## src/hdl/segtol_pkg.sv

```systemverilog
`timescale 1ns / 1ps
// ============================================================================
// segtol_pkg
// Shared widths, codes and types for the segment tolerance regression block.
// ============================================================================
package segtol_pkg;

    // Field widths fixed by the waypoint and result formats
    localparam int COORD_W   = 32;
    localparam int DIFF_W    = COORD_W + 1;      // exact coordinate difference
    localparam int SQ_W      = 2 * DIFF_W;       // sum of three squares
    localparam int LEN_W     = 34;               // integer square root width
    localparam int REM_W     = LEN_W + 1;        // square root partial remainder
    localparam int RAD_W     = 2 * LEN_W;        // radicand padded to whole pairs
    localparam int COEF_W    = 32;
    localparam int PROD_W    = 64;               // products wrap at this width
    localparam int CFG_IDX_W = 3;
    localparam int CNT_W     = 6;

    // Iteration counts of the serial units
    localparam int SQ_STEPS   = DIFF_W;
    localparam int ROOT_STEPS = LEN_W;
    localparam int MUL_STEPS  = LEN_W;

    // Saturation bounds of the result
    localparam logic signed [COORD_W-1:0] TOL_MAX = 32'sh7FFF_FFFF;
    localparam logic signed [COORD_W-1:0] TOL_MIN = 32'sh8000_0000;

    // Configuration register indexes
    typedef enum logic [CFG_IDX_W-1:0] {
        REG_OFFSET = 3'd0,
        REG_LENGTH = 3'd1,
        REG_DIR_X  = 3'd2,
        REG_DIR_Y  = 3'd3,
        REG_DIR_Z  = 3'd4
    } cfg_reg_t;

    // Sequencer states
    typedef enum logic [3:0] {
        ST_IDLE,
        ST_MAG,
        ST_SQ,
        ST_ROOT_LD,
        ST_ROOT,
        ST_DIV_LD,
        ST_DIV,
        ST_MUL_LD,
        ST_MUL,
        ST_ROUND,
        ST_SUM,
        ST_FIN
    } state_t;

    // Control of a serial unit: load operands, then one step per cycle
    typedef struct packed {
        logic load;
        logic step;
    } seq_ctl_t;

endpackage

```

## src/hdl/segtol_div.sv

```systemverilog
`timescale 1ns / 1ps
// ============================================================================
// segtol_div
// Restoring divider for one unit direction component, rounded to nearest.
// Divides 2*|d|*2^F + L by 2*L, giving one quotient bit per cycle.
// ============================================================================
module segtol_div #(
    parameter int QW = 17
) (
    input  logic                          clk,
    input  segtol_pkg::seq_ctl_t          ctl,
    input  logic [segtol_pkg::DIFF_W-1:0] mag,
    input  logic [segtol_pkg::LEN_W-1:0]  len,
    output logic [QW-1:0]                 quot
);
    import segtol_pkg::*;

    localparam int RW = LEN_W + 1;

    logic [RW-1:0] rem_reg, dvs_reg;
    logic [QW-1:0] low_reg, quot_reg;
    logic [RW:0]   partial, diff;
    logic          fits;

    // Shift in the next dividend bit and compare against the divisor
    always_comb
    begin
        partial = {rem_reg, low_reg[QW-1]};
        fits    = (partial >= {1'b0, dvs_reg});
        diff    = partial - {1'b0, dvs_reg};
    end

    // The dividend's upper part is |d| plus L shifted down by the quotient
    // width, which is below the divisor; its lower part is the low bits of L.
    always_ff @(posedge clk)
    begin
        if (ctl.load)
        begin
            rem_reg  <= RW'(mag) + RW'(len >> QW);
            dvs_reg  <= {len, 1'b0};
            low_reg  <= len[QW-1:0];
            quot_reg <= '0;
        end
        else if (ctl.step)
        begin
            rem_reg  <= fits ? diff[RW-1:0] : partial[RW-1:0];
            low_reg  <= {low_reg[QW-2:0], 1'b0};
            quot_reg <= {quot_reg[QW-2:0], fits};
        end
    end

    assign quot = quot_reg;

endmodule

```

## config.mk

```make
export PLATFORM = sky130hd
export DESIGN_NAME = segtol_div
export DESIGN_NICKNAME = d
export VERILOG_FILES = /design/src/hdl/segtol_pkg.sv /design/src/hdl/segtol_div.sv
export SDC_FILE = /design/constraint.sdc
export NUM_CORES = 1
export LEC_CHECK = 0
export ABC_AREA = 1
export ABC_CLOCK_PERIOD_IN_PS = 6500
export BUFFER_PORTS_ARGS = -buffer_cell sky130_fd_sc_hd__buf_2
export CAP_MARGIN = 20
export CELL_PAD_IN_SITES_DETAIL_PLACEMENT = 1
export CELL_PAD_IN_SITES_GLOBAL_PLACEMENT = 2
export CORE_MARGIN = 2
export CORE_UTILIZATION = 36
export DETAILED_ROUTE_END_ITERATION = 16
export GPL_TIMING_DRIVEN = 0
export PLACE_DENSITY = 0.95
export REMOVE_ABC_BUFFERS = 1
export SYNTH_ARGS = -nofsm -noshare
export SYNTH_HDL_FRONTEND = slang
export SYNTH_SLANG_ARGS = --single-unit
```

## constraint.sdc

```tcl
create_clock -name clk -period 6.5 [get_ports clk]
set_input_delay 1.3 -clock clk [delete_from_list [all_inputs] [get_ports clk]]
set_output_delay 1.3 -clock clk [all_outputs]
set_load 0.01 [all_outputs]
```

==> results of run 1 <==
==> metrics by stage <==
stage,hold WS (ps),std cells
floorplan,487,1271
global placement,452,1676
detailed placement,459,1677
CTS,471,1693
global route,501,1693
finish,468,1693
==> layout make-up <==
class	instances	area [um2]
Fill cell	3131	13800
Inverter	228	856
Tap cell	319	399
Clock inverter	7	82.6
Multi-Input combinational cell	940	4700
Timing Repair Buffer	87	453
Clock buffer	9	225
Sequential cell	103	2920
==> cells in the mapped netlist <==
| cell type | instances | share of area |
|---|---|---|
| nand3_1 | 104 | 0.061 |
| or2_2 | 3 | 0.0022 |
| a21boi_1 | 1 | 0.00087 |
| and3_1 | 3 | 0.0022 |
| o21ai_1 | 4 | 0.0023 |
| o22ai_1 | 16 | 0.012 |
| nand2_1 | 488 | 0.21 |
| buf_6 | 3 | 0.0039 |
| xor2_1 | 7 | 0.0071 |
| dfxtp_1 | 17 | 0.040 |
| nor4_1 | 3 | 0.0022 |
| buf_4 | 2 | 0.0017 |
| nor3_1 | 10 | 0.0058 |
| nor2_4 | 1 | 0.0013 |
| nor2_1 | 86 | 0.038 |
| clkbuf_1 | 10 | 0.0044 |
| a21o_1 | 1 | 0.00087 |
| a21oi_1 | 41 | 0.024 |
| o21ai_0 | 31 | 0.018 |
| xnor2_1 | 16 | 0.016 |
| edfxtp_1 | 86 | 0.30 |
| nand2_4 | 1 | 0.0013 |
| nand3_2 | 2 | 0.0023 |
| fa_1 | 2 | 0.0047 |
| ha_1 | 51 | 0.074 |
| and2_1 | 3 | 0.0022 |
| o21bai_1 | 3 | 0.0026 |
| clkinv_1 | 1 | 0.00044 |
| nand2_2 | 4 | 0.0029 |
| buf_1 | 3 | 0.0013 |
| inv_2 | 1 | 0.00044 |
| nand4_1 | 9 | 0.0065 |
| o21a_1 | 1 | 0.00087 |
| a21oi_2 | 3 | 0.0031 |
| nand3b_1 | 39 | 0.034 |
| a21boi_0 | 2 | 0.0017 |
| buf_2 | 5 | 0.0029 |
| nor2_2 | 5 | 0.0036 |
| inv_1 | 226 | 0.099 |
==> placed cells by master (no fill, tap or decap), drive strengths merged <==
master,instances
nand2,493
inv,231
nand3,106
nor2,92
buf,87
edfxtp,86
ha,51
a21oi,44
nand3b,39
o21ai,35
dfxtp,17
xnor2,16
o22ai,16
nor3,10
nand4,9
clkbuf,9
xor2,7
o21bai,3
and2,3
and3,3
nor4,3
or2,3
a21boi,3
clkinv,3
fa,2
a21o,1
o21a,1
clkinvlp,1
==> worst paths after layout <==
kind | startpoint | endpoint | slack (ps) | depth (start not counted)
hold reg to reg | quot[16]$_SDFFE_PP0P_ | quot[16]$_SDFFE_PP0P_ | 470 | 2
hold / removal | quot[16]$_SDFFE_PP0P_ | quot[16]$_SDFFE_PP0P_ | 470 | 2
setup / recovery | dvs_reg[23]$_DFFE_PP_ | rem_reg[8]$_DFFE_PP_ | 2860 | 13
setup reg to reg | dvs_reg[23]$_DFFE_PP_ | rem_reg[8]$_DFFE_PP_ | 2860 | 13
==> critical path, cell delays in order, from the launching register on <==
cell,delay [ps]
edfxtp_1,430
inv_1,150
ha_1,330
a21oi_1,350
nand2_1,120
nand2_1,70
nand2_1,70
nand2_1,60
nand2_1,80
nor2_4,720
nand2_4,550
nand2_1,170
nand3_1,190
o21ai_0,150
==> layer usage <==
metal	part of all wire	vias to the layer above	track usage	wire length (um)
met3	0.022	25	0.0196	641
met1	0.46	3991	0.316	13300
li1	-	4260	-	-
met2	0.50	104	0.432	14300
met5	0	-	0	0
met4	0.017	0	0.0558	477
==> power groups by stage <==
stage	clock network, uW	registers (uW)	logic [uW]
global route	606	921	1830
CTS	585	907	1600
detailed placement	0	921	1580
finish	579	909	1600
floorplan	0	902	1130
global placement	0	915	1540
==> logic make-up after synthesis <==
family | count (synthesis)
XOR/XNOR | 23
AND/OR/NAND/NOR | 761
flip-flops | 103
buffers and inverters | 251
AO/OA/AOI/OAI | 103
adder cells (fa/ha/maj) | 53
==> tab_implementation.tex, run 1 <==
\begin{tabular}{lr}
\hline
Metric & Value \\
\hline
\multicolumn{2}{l}{\textbf{Outcome}} \\
Status & finished clean \\
\multicolumn{2}{l}{\textbf{Min path}} \\
Type of the most critical hold path & reg -> reg \\
\multicolumn{2}{l}{\textbf{Pwr}} \\
Total power after layout & between 3000 and 4000 uW \\
Design internal power & approximately 1700 uW \\
Static leakage & approximately 0.0050 uW \\
PwrDens & 320 nW/um2 \\
Part of the power in combinational logic & 0.518 \\
Worst voltage drop across the vdd grid & $\sim$0.00016 V \\
P\_sw & roughly 1400 uW \\
Flop pwr share & 0.295 \\
Power share of the clock group & 0.188 \\
Sw frac & 0.461 \\
\multicolumn{2}{l}{\textbf{Synthesis}} \\
Area fraction in compound gates after synthesis & 0.0659 \\
\#FFs+latches synth & between 100 and 150 \\
Gate count after technology mapping & $\sim$1.3k \\
Multiplexer fraction of the synthesized cell area & 0 \\
Post-synthesis share of cell area spent on full adders, half adders and majority gates & 0.0789 \\
Dominant combinational cell family by area after synthesis & simple AND/OR/NAND/NOR gates \\
Mapped Area & approximately 8600 um2 \\
Count of different cell masters after synthesis & 39 \\
Count of synthesis-stage warnings from yosys & 0 \\
Sequential cell area fraction in the yosys report & 0.340 \\
Post-synthesis share of cell area spent on and, or, nand and nor gates & 0.378 \\
Average size of a mapped cell & roughly 6.6 um2 \\
Post-synthesis xor/xnor area fraction & 0.0234 \\
\multicolumn{2}{l}{\textbf{Final layout}} \\
Nets & approximately 1.5k \\
Area added between synthesis and finish & 12.1\% \\
Post-layout instance area & roughly 9600 um2 \\
Flip-flop count of the largest register after layout & 35 \\
Finished Core Util & 0.411 \\
Ratio of cells with drive above 1 in the final layout & 0.0895 \\
Number of diodes & 0 \\
\multicolumn{2}{l}{\textbf{Timing}} \\
Final Hold Violating Endpoints & 0 \\
Top achievable clock speed & between 200 and 300 MHz \\
Total of endpoints with negative setup slack in the final report & 0 \\
Aggregate negative setup slack & 0 ps \\
Slew at the pin closest to its max-slew limit & 958 ps \\
Portion of the clock cycle consumed by the worst path in the final layout & 0.560 \\
RSZ-0062 raised after global routing & false \\
Clock period minus worst slack & 3640 ps \\
Final Worst Setup Slack & 2860 ps \\
Final Max Tran Viols & 0 \\
Worst clock skew on the final layout & 22.8 ps \\
Worst slew margin relative to its limit & 0.361 \\
\multicolumn{2}{l}{\textbf{Die}} \\
\# IOs & 87 \\
Die outline height & between 150 and 200 um \\
Number of cell rows & between 50 and 60 \\
Total die area & about 25000 um2 \\
Effective utilization at floorplan & 0.366 \\
Die width & approximately 160 um \\
Standard cell core area & 23500 um2 \\
\multicolumn{2}{l}{\textbf{Clocking}} \\
Number of hold buffers added after CTS & 0 \\
CTS HTree Levels & 3 \\
Clk Tree Root Cell & clkbuf\_16 \\
CTS clock-pin slew for the worst setup and hold paths & $\sim$80 ps \\
TritonCTS clock tree & done \\
Worst-case clock buffer depth & 2 \\
Cts bufs inserted & 9 \\
Post-CTS Setup Inserts & 0 \\
Post-CTS resize count & 0 \\
Clock net sink count & slightly above 100 \\
Clock Latency Late Sink & about 370 ps \\
\multicolumn{2}{l}{\textbf{Placement}} \\
Area after DPL & 9330 um2 \\
Placer's final routability congestion estimate & roughly 0.95 \\
Number of buffers inserted by port buffering & 86 \\
Post-DP HPWL & around 23000 um \\
Worst setup slack before clock tree synthesis & 2650 ps \\
\multicolumn{2}{l}{\textbf{Routing}} \\
Iteration-0 DRC Markers & between 400 and 500 \\
Number of design rule violations left after detail routing & 0 \\
Post-detailed-routing wire length & between 20000 and 30000 um \\
Post-detailed-route count of antenna-violating nets & 0 \\
Average via count per standard cell & roughly 4.9 \\
WL per Instance & around 17 um \\
Number of optimization iterations in the first detailed-route pass & 5 \\
Vias & around 8.4k \\
\multicolumn{2}{l}{\textbf{Worst setup path}} \\
Capturing element type of the critical path & flop \\
Type of the worst setup path & reg -> reg \\
Data arrival at the endpoint of the critical path & 3840 ps \\
Worst path required time & $\sim$6700 ps \\
Kind of start point of the critical path & flop \\
Maximum fanout along the worst path & 35 \\
\multicolumn{2}{l}{\textbf{GRT}} \\
Number of global-route vias before repair & about 8.7k \\
Number of antenna violations at the first check in global routing & 0 \\
Total GRT Usage & 0.241 \\
Total global routing overflow & 0 \\
Maximum number of pins on one net before global-route repair & 79 \\
Wire length of the first global-routing pass & roughly 46000 um \\
\multicolumn{2}{l}{\textbf{Flow run}} \\
Max cap viols & 0 \\
\hline
\end{tabular}
No activity file was read; power rests on OpenSTA's default activity.
==> run 2, diff against run 1 <==
Settings changed: ABC_CLOCK_PERIOD_IN_PS 6500 to 3200, CORE_UTILIZATION 36 to 30, PLACE_DENSITY 0.95 to 0.87.
Clock period 6.5 ns to 3.2 ns, I/O delays scaled along.
==> run 2 against run 1 <==
Global-route usage shrank 3.9 points; sequential power grew 100%; die area grew 19%; total power grew 110%; sequential cell count is the same; first-iteration DRC count shrank 6.6%; combinational power grew 110%.
==> tab_implementation.tex, run 2 (synthesis results as in run 1) <==
\begin{tabular}{lr}
\hline
Metric & Value \\
\hline
\multicolumn{2}{l}{\textbf{Outcome}} \\
Status & finished clean (unchanged) \\
\multicolumn{2}{l}{\textbf{Die}} \\
Effective utilization at floorplan & 0.307 (was 0.366) \\
Total die area & 30000 um2 (was 25100 um2) \\
Die width & 173 um (was 159 um) \\
Number of cell rows & 61 (was 56) \\
\# IOs & 87 (unchanged) \\
Standard cell core area & 28000 um2 (was 23500 um2) \\
Die outline height & 173 um (was 159 um) \\
\multicolumn{2}{l}{\textbf{Worst setup path}} \\
Worst path required time & 3300 ps (was 6700 ps) \\
CP Buf/Inv Count & 1 (unchanged) \\
Maximum fanout along the worst path & 35 (unchanged) \\
Cell Chain, Critical Path & ha\_1 -> nand2\_2 -> nor2\_2 -> nand2\_1 -> nor2\_1 -> nand2\_1 -> a21oi\_2 -> nor2\_4 -> buf\_12 -> nand2\_8 -> nand2\_1 -> nand3\_1 -> o21ai\_0 (was inv\_1 -> ha\_1 -> a21oi\_1 -> nand2\_1 -> nand2\_1 -> nand2\_1 -> nand2\_1 -> nand2\_1 -> nor2\_4 -> nand2\_4 -> nand2\_1 -> nand3\_1 -> o21ai\_0) \\
Kind of start point of the critical path & flop (unchanged) \\
Delay contributed by the slowest stage of the critical path & 440 ps (was 720 ps) \\
Reg2Reg Launch Point & rem\_reg[8]\$\_DFFE\_PP\_ (was dvs\_reg[23]\$\_DFFE\_PP\_) \\
Type of the worst setup path & reg -> reg (unchanged) \\
Capturing element type of the critical path & flop (unchanged) \\
CP top delay family & simple AND/OR/NAND/NOR gates (unchanged) \\
Data arrival at the endpoint of the critical path & 3110 ps (was 3840 ps) \\
Most used cell, CP & nand2\_1 (unchanged) \\
Origin of the worst setup path & rem\_reg[8]\$\_DFFE\_PP\_ (was dvs\_reg[23]\$\_DFFE\_PP\_) \\
Cell with the biggest individual delay on the critical path & edfxtp\_1 (was nor2\_4) \\
\multicolumn{2}{l}{\textbf{GRT}} \\
Maximum number of pins on one net before global-route repair & 79 (unchanged) \\
Total GRT Usage & 0.202 (was 0.241) \\
Number of antenna violations at the first check in global routing & 0 (unchanged) \\
Total global routing overflow & 0 (unchanged) \\
Wire length of the first global-routing pass & 47400 um (was 46100 um) \\
Number of global-route vias before repair & 8600 (was 8744) \\
\multicolumn{2}{l}{\textbf{Timing}} \\
Portion of the clock cycle consumed by the worst path in the final layout & 0.939 (was 0.560) \\
Worst clock skew on the final layout & 22.0 ps (was 22.8 ps) \\
Top achievable clock speed & 333 MHz (was 275 MHz) \\
Clock period minus worst slack & 3000 ps (was 3640 ps) \\
Slew at the pin closest to its max-slew limit & 653 ps (was 958 ps) \\
Worst slew margin relative to its limit & 0.560 (was 0.361) \\
RSZ-0062 raised after global routing & false (unchanged) \\
Total of endpoints with negative setup slack in the final report & 0 (unchanged) \\
Hold\_ws & 464 ps (was 468 ps) \\
Final Hold Violating Endpoints & 0 (unchanged) \\
Final Max Tran Viols & 0 (unchanged) \\
\multicolumn{2}{l}{\textbf{Final layout}} \\
Commonest non-fill, non-tap cell in the layout & nand2\_1 (unchanged) \\
Nets & 1499 (was 1492) \\
Number of diodes & 0 (unchanged) \\
Flip-flop count of the largest register after layout & 35 (unchanged) \\
Storage element area & 2920 um2 (unchanged) \\
Most frequent cells in the layout & nand2\_1 (488), inv\_1 (226), nand3\_1 (104), nor2\_1 (86), edfxtp\_1 (86) (unchanged) \\
Ratio of cells with drive above 1 in the final layout & 0.0941 (was 0.0895) \\
Filler Cells Inserted & 3659 (was 3131) \\
Area used by multi-input combinational logic & 4720 um2 (was 4700 um2) \\
Area added between synthesis and finish & 14.2\% (was 12.1\%) \\
\multicolumn{2}{l}{\textbf{Clocking}} \\
Worst-case clock buffer depth & 2 (unchanged) \\
CTS clock-pin slew for the worst setup and hold paths & 80 ps (about the same) \\
CTS HTree Levels & 3 (unchanged) \\
Clk Tree Root Cell & clkbuf\_16 (unchanged) \\
TritonCTS clock tree & done (unchanged) \\
Number of hold buffers added after CTS & 0 (unchanged) \\
Clock Latency Late Sink & 370 ps (about the same) \\
Clock net sink count & 103 (unchanged) \\
Cts bufs inserted & 9 (unchanged) \\
\multicolumn{2}{l}{\textbf{Pwr}} \\
Design internal power & 3430 uW (was 1660 uW) \\
Sw frac & 0.459 (was 0.461) \\
Static leakage & 0.00507 uW (was 0.00501 uW) \\
Total power after layout & 6340 uW (was 3090 uW) \\
Part of the power in combinational logic & 0.535 (was 0.518) \\
PwrDens & 646 nW/um2 (was 320 nW/um2) \\
Power share of the clock group & 0.175 (was 0.188) \\
P\_sw & 2910 uW (was 1420 uW) \\
Worst voltage drop across the vdd grid & 0.000290 V (was 0.000162 V) \\
Flop pwr share & 0.290 (was 0.295) \\
\multicolumn{2}{l}{\textbf{Routing}} \\
Average via count per standard cell & 4.77 (was 4.95) \\
Iteration-0 DRC Markers & 380 (was 407) \\
Post-detailed-route count of antenna-violating nets & 0 (unchanged) \\
Post-detailed-routing wire length & 29800 um (was 28700 um) \\
WL per Instance & 16.9 um (about the same) \\
Number of design rule violations left after detail routing & 0 (unchanged) \\
Number of optimization iterations in the first detailed-route pass & 5 (unchanged) \\
Vias & 8388 (was 8380) \\
\multicolumn{2}{l}{\textbf{Min path}} \\
Type of the most critical hold path & in -> reg (was reg -> reg) \\
Startpoint of the lowest-slack hold path & len[14] (was quot[16]\$\_SDFFE\_PP0P\_) \\
\multicolumn{2}{l}{\textbf{Placement}} \\
Post-DP HPWL & 24200 um (was 23300 um) \\
Placer's final routability congestion estimate & 0.902 (was 0.951) \\
Number of buffers inserted by port buffering & 86 (unchanged) \\
\multicolumn{2}{l}{\textbf{Flow run}} \\
Max cap viols & 0 (unchanged) \\
\hline
\end{tabular}
[run 2: through the flow]
step | instances | instance area, um2 | setup slack, ps | TNS [ps] | util
final | 1759 | 9810 | 195 | 0 | 0.350
after global routing | 1759 | 9810 | 11.3 | 0 | 0.350
after CTS | 1759 | 9810 | 190 | 0 | 0.350
after detailed placement | 1738 | 9460 | -365 | -8240 | 0.338
after global placement | 1735 | 9380 | -777 | -58750 | 0.335
after floorplan | 1271 | 8470 | 723 | 0 | -
[run 2: power by group through the flow]
stage | clock network (uW) | logic [uW] | registers (uW)
after CTS | 1130 | 3390 | 1830
after global placement | 0 | 3170 | 1860
after floorplan | 0 | 2290 | 1830
final | 1110 | 3390 | 1840
after global routing | 1180 | 3840 | 1870
after detailed placement | 0 | 3260 | 1860
[run 2: path summary, 6_finish.rpt]
path	to	slack, ps	cells after the start
setup reg to reg	rem_reg[8]$_DFFE_PP_	200	13
hold / removal	dvs_reg[15]$_DFFE_PP_	460	1
hold reg to reg	quot[16]$_SDFFE_PP0P_	480	2
setup / recovery	rem_reg[8]$_DFFE_PP_	200	13
[run 2: timing repair]
action,CTS,global route
gates cloned,1,0
resized for setup,2,1
buffers inserted,4,0
pin swaps,1,0
endpoints found under the setup margin,35,13
[run 2: per-layer routing]
| metal | up-vias | global-route usage | wire length, um |
|---|---|---|---|
| met4 | 0 | 0.0547 | 595 |
| met5 | - | 0 | 0 |
| met1 | 3992 | 0.262 | 14000 |
| li1 | 4266 | - | - |
| met2 | 100 | 0.357 | 14500 |
| met3 | 30 | 0.0200 | 677 |
[run 2: final cells by class]
type                       count  area share
clock buffer                   9      0.0229
clock inverter                 7     0.00663
inverter                     228      0.0872
multi-input combinational    941       0.481
sequential                   103       0.298
tap                          378      0.0482
timing repair buffer          93      0.0561
[run 2: worst register-to-register path: stages, from the launching register on]
cell      delay (ps)
edfxtp_1         440
ha_1             420
nand2_2          110
nor2_2           170
nand2_1          110
nor2_1           150
nand2_1          100
a21oi_2          380
nor2_4            90
buf_12           150
nand2_8          230
nand2_1           90
nand3_1          190
o21ai_0          120
==> run 3, diff against run 2 <==
Settings changed: ABC_CLOCK_PERIOD_IN_PS 3200 to 3060, CORE_UTILIZATION 30 to 34, PLACE_DENSITY 0.87 to 0.92.
Clock period 3.2 ns to 3.06 ns, I/O delays scaled along.
==> run 3 against run 2 <==
Non-clock buffer count increased by 3; global-route usage increased by 2.8 points; register-to-register slack got worse by 40 ps; total power increased by 6.0%; sequential power increased by 5%; critical path type unchanged; critical endpoint unchanged; largest power group unchanged; highest routed layer unchanged.
==> tab_implementation.tex, run 3 (synthesis results as in run 1) <==
\begin{tabular}{lr}
\hline
Metric & Value \\
\hline
\multicolumn{2}{l}{\textbf{GRT}} \\
Total global routing overflow & 0 (unchanged) \\
Total GRT Usage & 0.230 (was 0.202) \\
Wire length of the first global-routing pass & 46800 um (was 47400 um) \\
Number of global-route vias before repair & 8662 (was 8600) \\
Number of antenna violations at the first check in global routing & 0 (unchanged) \\
Maximum number of pins on one net before global-route repair & 75 (was 79) \\
\multicolumn{2}{l}{\textbf{Pwr}} \\
PwrDens & 685 nW/um2 (was 646 nW/um2) \\
Static leakage & 0.00510 uW (was 0.00507 uW) \\
Total power after layout & 6720 uW (was 6340 uW) \\
Worst voltage drop across the vdd grid & 0.000273 V (was 0.000290 V) \\
\multicolumn{2}{l}{\textbf{Clocking}} \\
Worst-case clock buffer depth & 2 (unchanged) \\
Cts bufs inserted & 9 (unchanged) \\
Clock Latency Late Sink & 370 ps (about the same) \\
Number of hold buffers added after CTS & 0 (unchanged) \\
Clk Tree Root Cell & clkbuf\_16 (unchanged) \\
Clock net sink count & 103 (unchanged) \\
TritonCTS clock tree & done (unchanged) \\
CTS HTree Levels & 3 (unchanged) \\
CTS clock-pin slew for the worst setup and hold paths & 80 ps (about the same) \\
\multicolumn{2}{l}{\textbf{Routing}} \\
Total met3 wirelength after detailed routing & 958 um (was 677 um) \\
Post-detailed-route count of antenna-violating nets & 0 (unchanged) \\
Post-detailed-routing wire length & 30100 um (was 29800 um) \\
Average via count per standard cell & 4.98 (was 4.77) \\
Uppermost routed layer & met4 (unchanged) \\
Met2 Routed Length & 14800 um (was 14500 um) \\
WL per Instance & 17.6 um (was 16.9 um) \\
Met1 wire length & 13800 um (was 14000 um) \\
Number of design rule violations left after detail routing & 0 (unchanged) \\
Iteration-0 DRC Markers & 496 (was 380) \\
Number of optimization iterations in the first detailed-route pass & 5 (unchanged) \\
Vias & 8538 (was 8388) \\
\multicolumn{2}{l}{\textbf{Timing}} \\
Clock period minus worst slack & 2910 ps (was 3000 ps) \\
Portion of the clock cycle consumed by the worst path in the final layout & 0.950 (was 0.939) \\
Slew at the pin closest to its max-slew limit & 979 ps (was 653 ps) \\
Top achievable clock speed & 344 MHz (was 333 MHz) \\
Worst clock skew on the final layout & 24.3 ps (was 22.0 ps) \\
RSZ-0062 raised after global routing & false (unchanged) \\
Worst slew margin relative to its limit & 0.347 (was 0.560) \\
Final Hold Violating Endpoints & 0 (unchanged) \\
Total of endpoints with negative setup slack in the final report & 0 (unchanged) \\
Final Worst Setup Slack & 154 ps (was 195 ps) \\
Final Max Tran Viols & 0 (unchanged) \\
Hold\_ws & 434 ps (was 464 ps) \\
\multicolumn{2}{l}{\textbf{Worst setup path}} \\
Kind of start point of the critical path & flop (unchanged) \\
Capturing element type of the critical path & flop (unchanged) \\
Worst path required time & 3140 ps (was 3300 ps) \\
Number of cells on the worst reg-to-reg path & 13 (unchanged) \\
Maximum fanout along the worst path & 35 (unchanged) \\
Type of the worst setup path & reg -> reg (unchanged) \\
Data arrival at the endpoint of the critical path & 2990 ps (was 3110 ps) \\
\multicolumn{2}{l}{\textbf{Final layout}} \\
Most frequent cells in the layout & nand2\_1 (488), inv\_1 (226), nand3\_1 (104), nor2\_1 (86), edfxtp\_1 (86) (unchanged) \\
Number of diodes & 0 (unchanged) \\
Flip-flop count of the largest register after layout & 35 (unchanged) \\
Area added between synthesis and finish & 14.2\% (about the same) \\
Commonest non-fill, non-tap cell in the layout & nand2\_1 (unchanged) \\
Nets & 1503 (was 1499) \\
Finished Core Util & 0.392 (was 0.350) \\
Filler-free cell count of the finished design & 1715 (was 1759) \\
Ratio of cells with drive above 1 in the final layout & 0.0982 (was 0.0941) \\
Filler Cells Inserted & 3278 (was 3659) \\
\multicolumn{2}{l}{\textbf{Placement}} \\
Post-DP HPWL & 23800 um (was 24200 um) \\
Number of buffers inserted by port buffering & 86 (unchanged) \\
Cell total after placement & 1689 (was 1738) \\
Worst setup slack before clock tree synthesis & -585 ps (was -365 ps) \\
Placer's final routability congestion estimate & 0.893 (was 0.902) \\
\multicolumn{2}{l}{\textbf{Min path}} \\
Type of the most critical hold path & in -> reg (unchanged) \\
Hold Path Cell Cnt & 1 (unchanged) \\
\multicolumn{2}{l}{\textbf{Die}} \\
Total die area & 26600 um2 (was 30000 um2) \\
Standard cell core area & 25000 um2 (was 28000 um2) \\
Number of cell rows & 58 (was 61) \\
Die width & 163 um (was 173 um) \\
Die outline height & 163 um (was 173 um) \\
\# IOs & 87 (unchanged) \\
Effective utilization at floorplan & 0.343 (was 0.307) \\
\multicolumn{2}{l}{\textbf{Outcome}} \\
Status & finished clean (unchanged) \\
\multicolumn{2}{l}{\textbf{Flow run}} \\
Max cap viols & 0 (unchanged) \\
\hline
\end{tabular}
## run 3: cell types whose count changed in the layout (fill, tap and decap cells not counted), sizes merged
cell and change:
buf +3, clkinv -3, clkbuf +2, clkinvlp +1, nand2 +1
## run 3: final cells by class
cell class	count	area [um2]	share of cell area
Sequential cell	103	2920	0.298
Tap cell	330	413	0.0421
Inverter	228	856	0.0872
Clock inverter	5	55.1	0.00561
Clock buffer	11	264	0.0269
Multi-Input combinational cell	942	4750	0.484
Timing Repair Buffer	96	553	0.0564
## run 3: through the flow
step	TNS, ps	instance area (um2)
after floorplan	0	8470
after global placement	-81980	9320
after detailed placement	-13660	9370
after CTS	0	9740
after global routing	0	9810
final	0	9810
## run 3: where the power goes
| part | internal [uW] | switching [uW] | leakage, uW |
|---|---|---|---|
| Combinational | 1190 | 2370 | 0.00393 |
| Sequential | 1820 | 116 | 0.00101 |
| Clock | 647 | 585 | 0.000154 |
| Total | 3650 | 3070 | 0.00510 |
## run 3: per-layer routing
metal,up-vias,global-route usage
li1,4283,-
met5,-,0
met4,0,0.0587
met1,4083,0.302
met3,31,0.0181
met2,141,0.410
## run 3: critical path: stages, from the launching register on
cell      delay [ps]
edfxtp_1         410
ha_1             390
nand2_1          140
nor2_2           190
nand2_1           90
nor2_1           170
nand2_1          120
a21oi_4          260
nor2_4            80
buf_12           150
nand2_8          230
nand2_1           80
nand3_1          170
o21ai_0          130
## run 3: timing repair
action,CTS,global route
cloned,1,1
pin swaps,1,1
endpoints found under the hold margin,0,0
resized for setup,2,6
setup endpoints to repair,35,34
buffers inserted,3,5
## run 3: worst paths after layout
check	startpoint	to	slack [ps]
max	rem_reg[10]$_DFFE_PP_	rem_reg[8]$_DFFE_PP_	150
min	len[2]	dvs_reg[3]$_DFFE_PP_	430
max reg2reg	rem_reg[10]$_DFFE_PP_	rem_reg[8]$_DFFE_PP_	150
min reg2reg	quot[16]$_SDFFE_PP0P_	quot[16]$_SDFFE_PP0P_	480
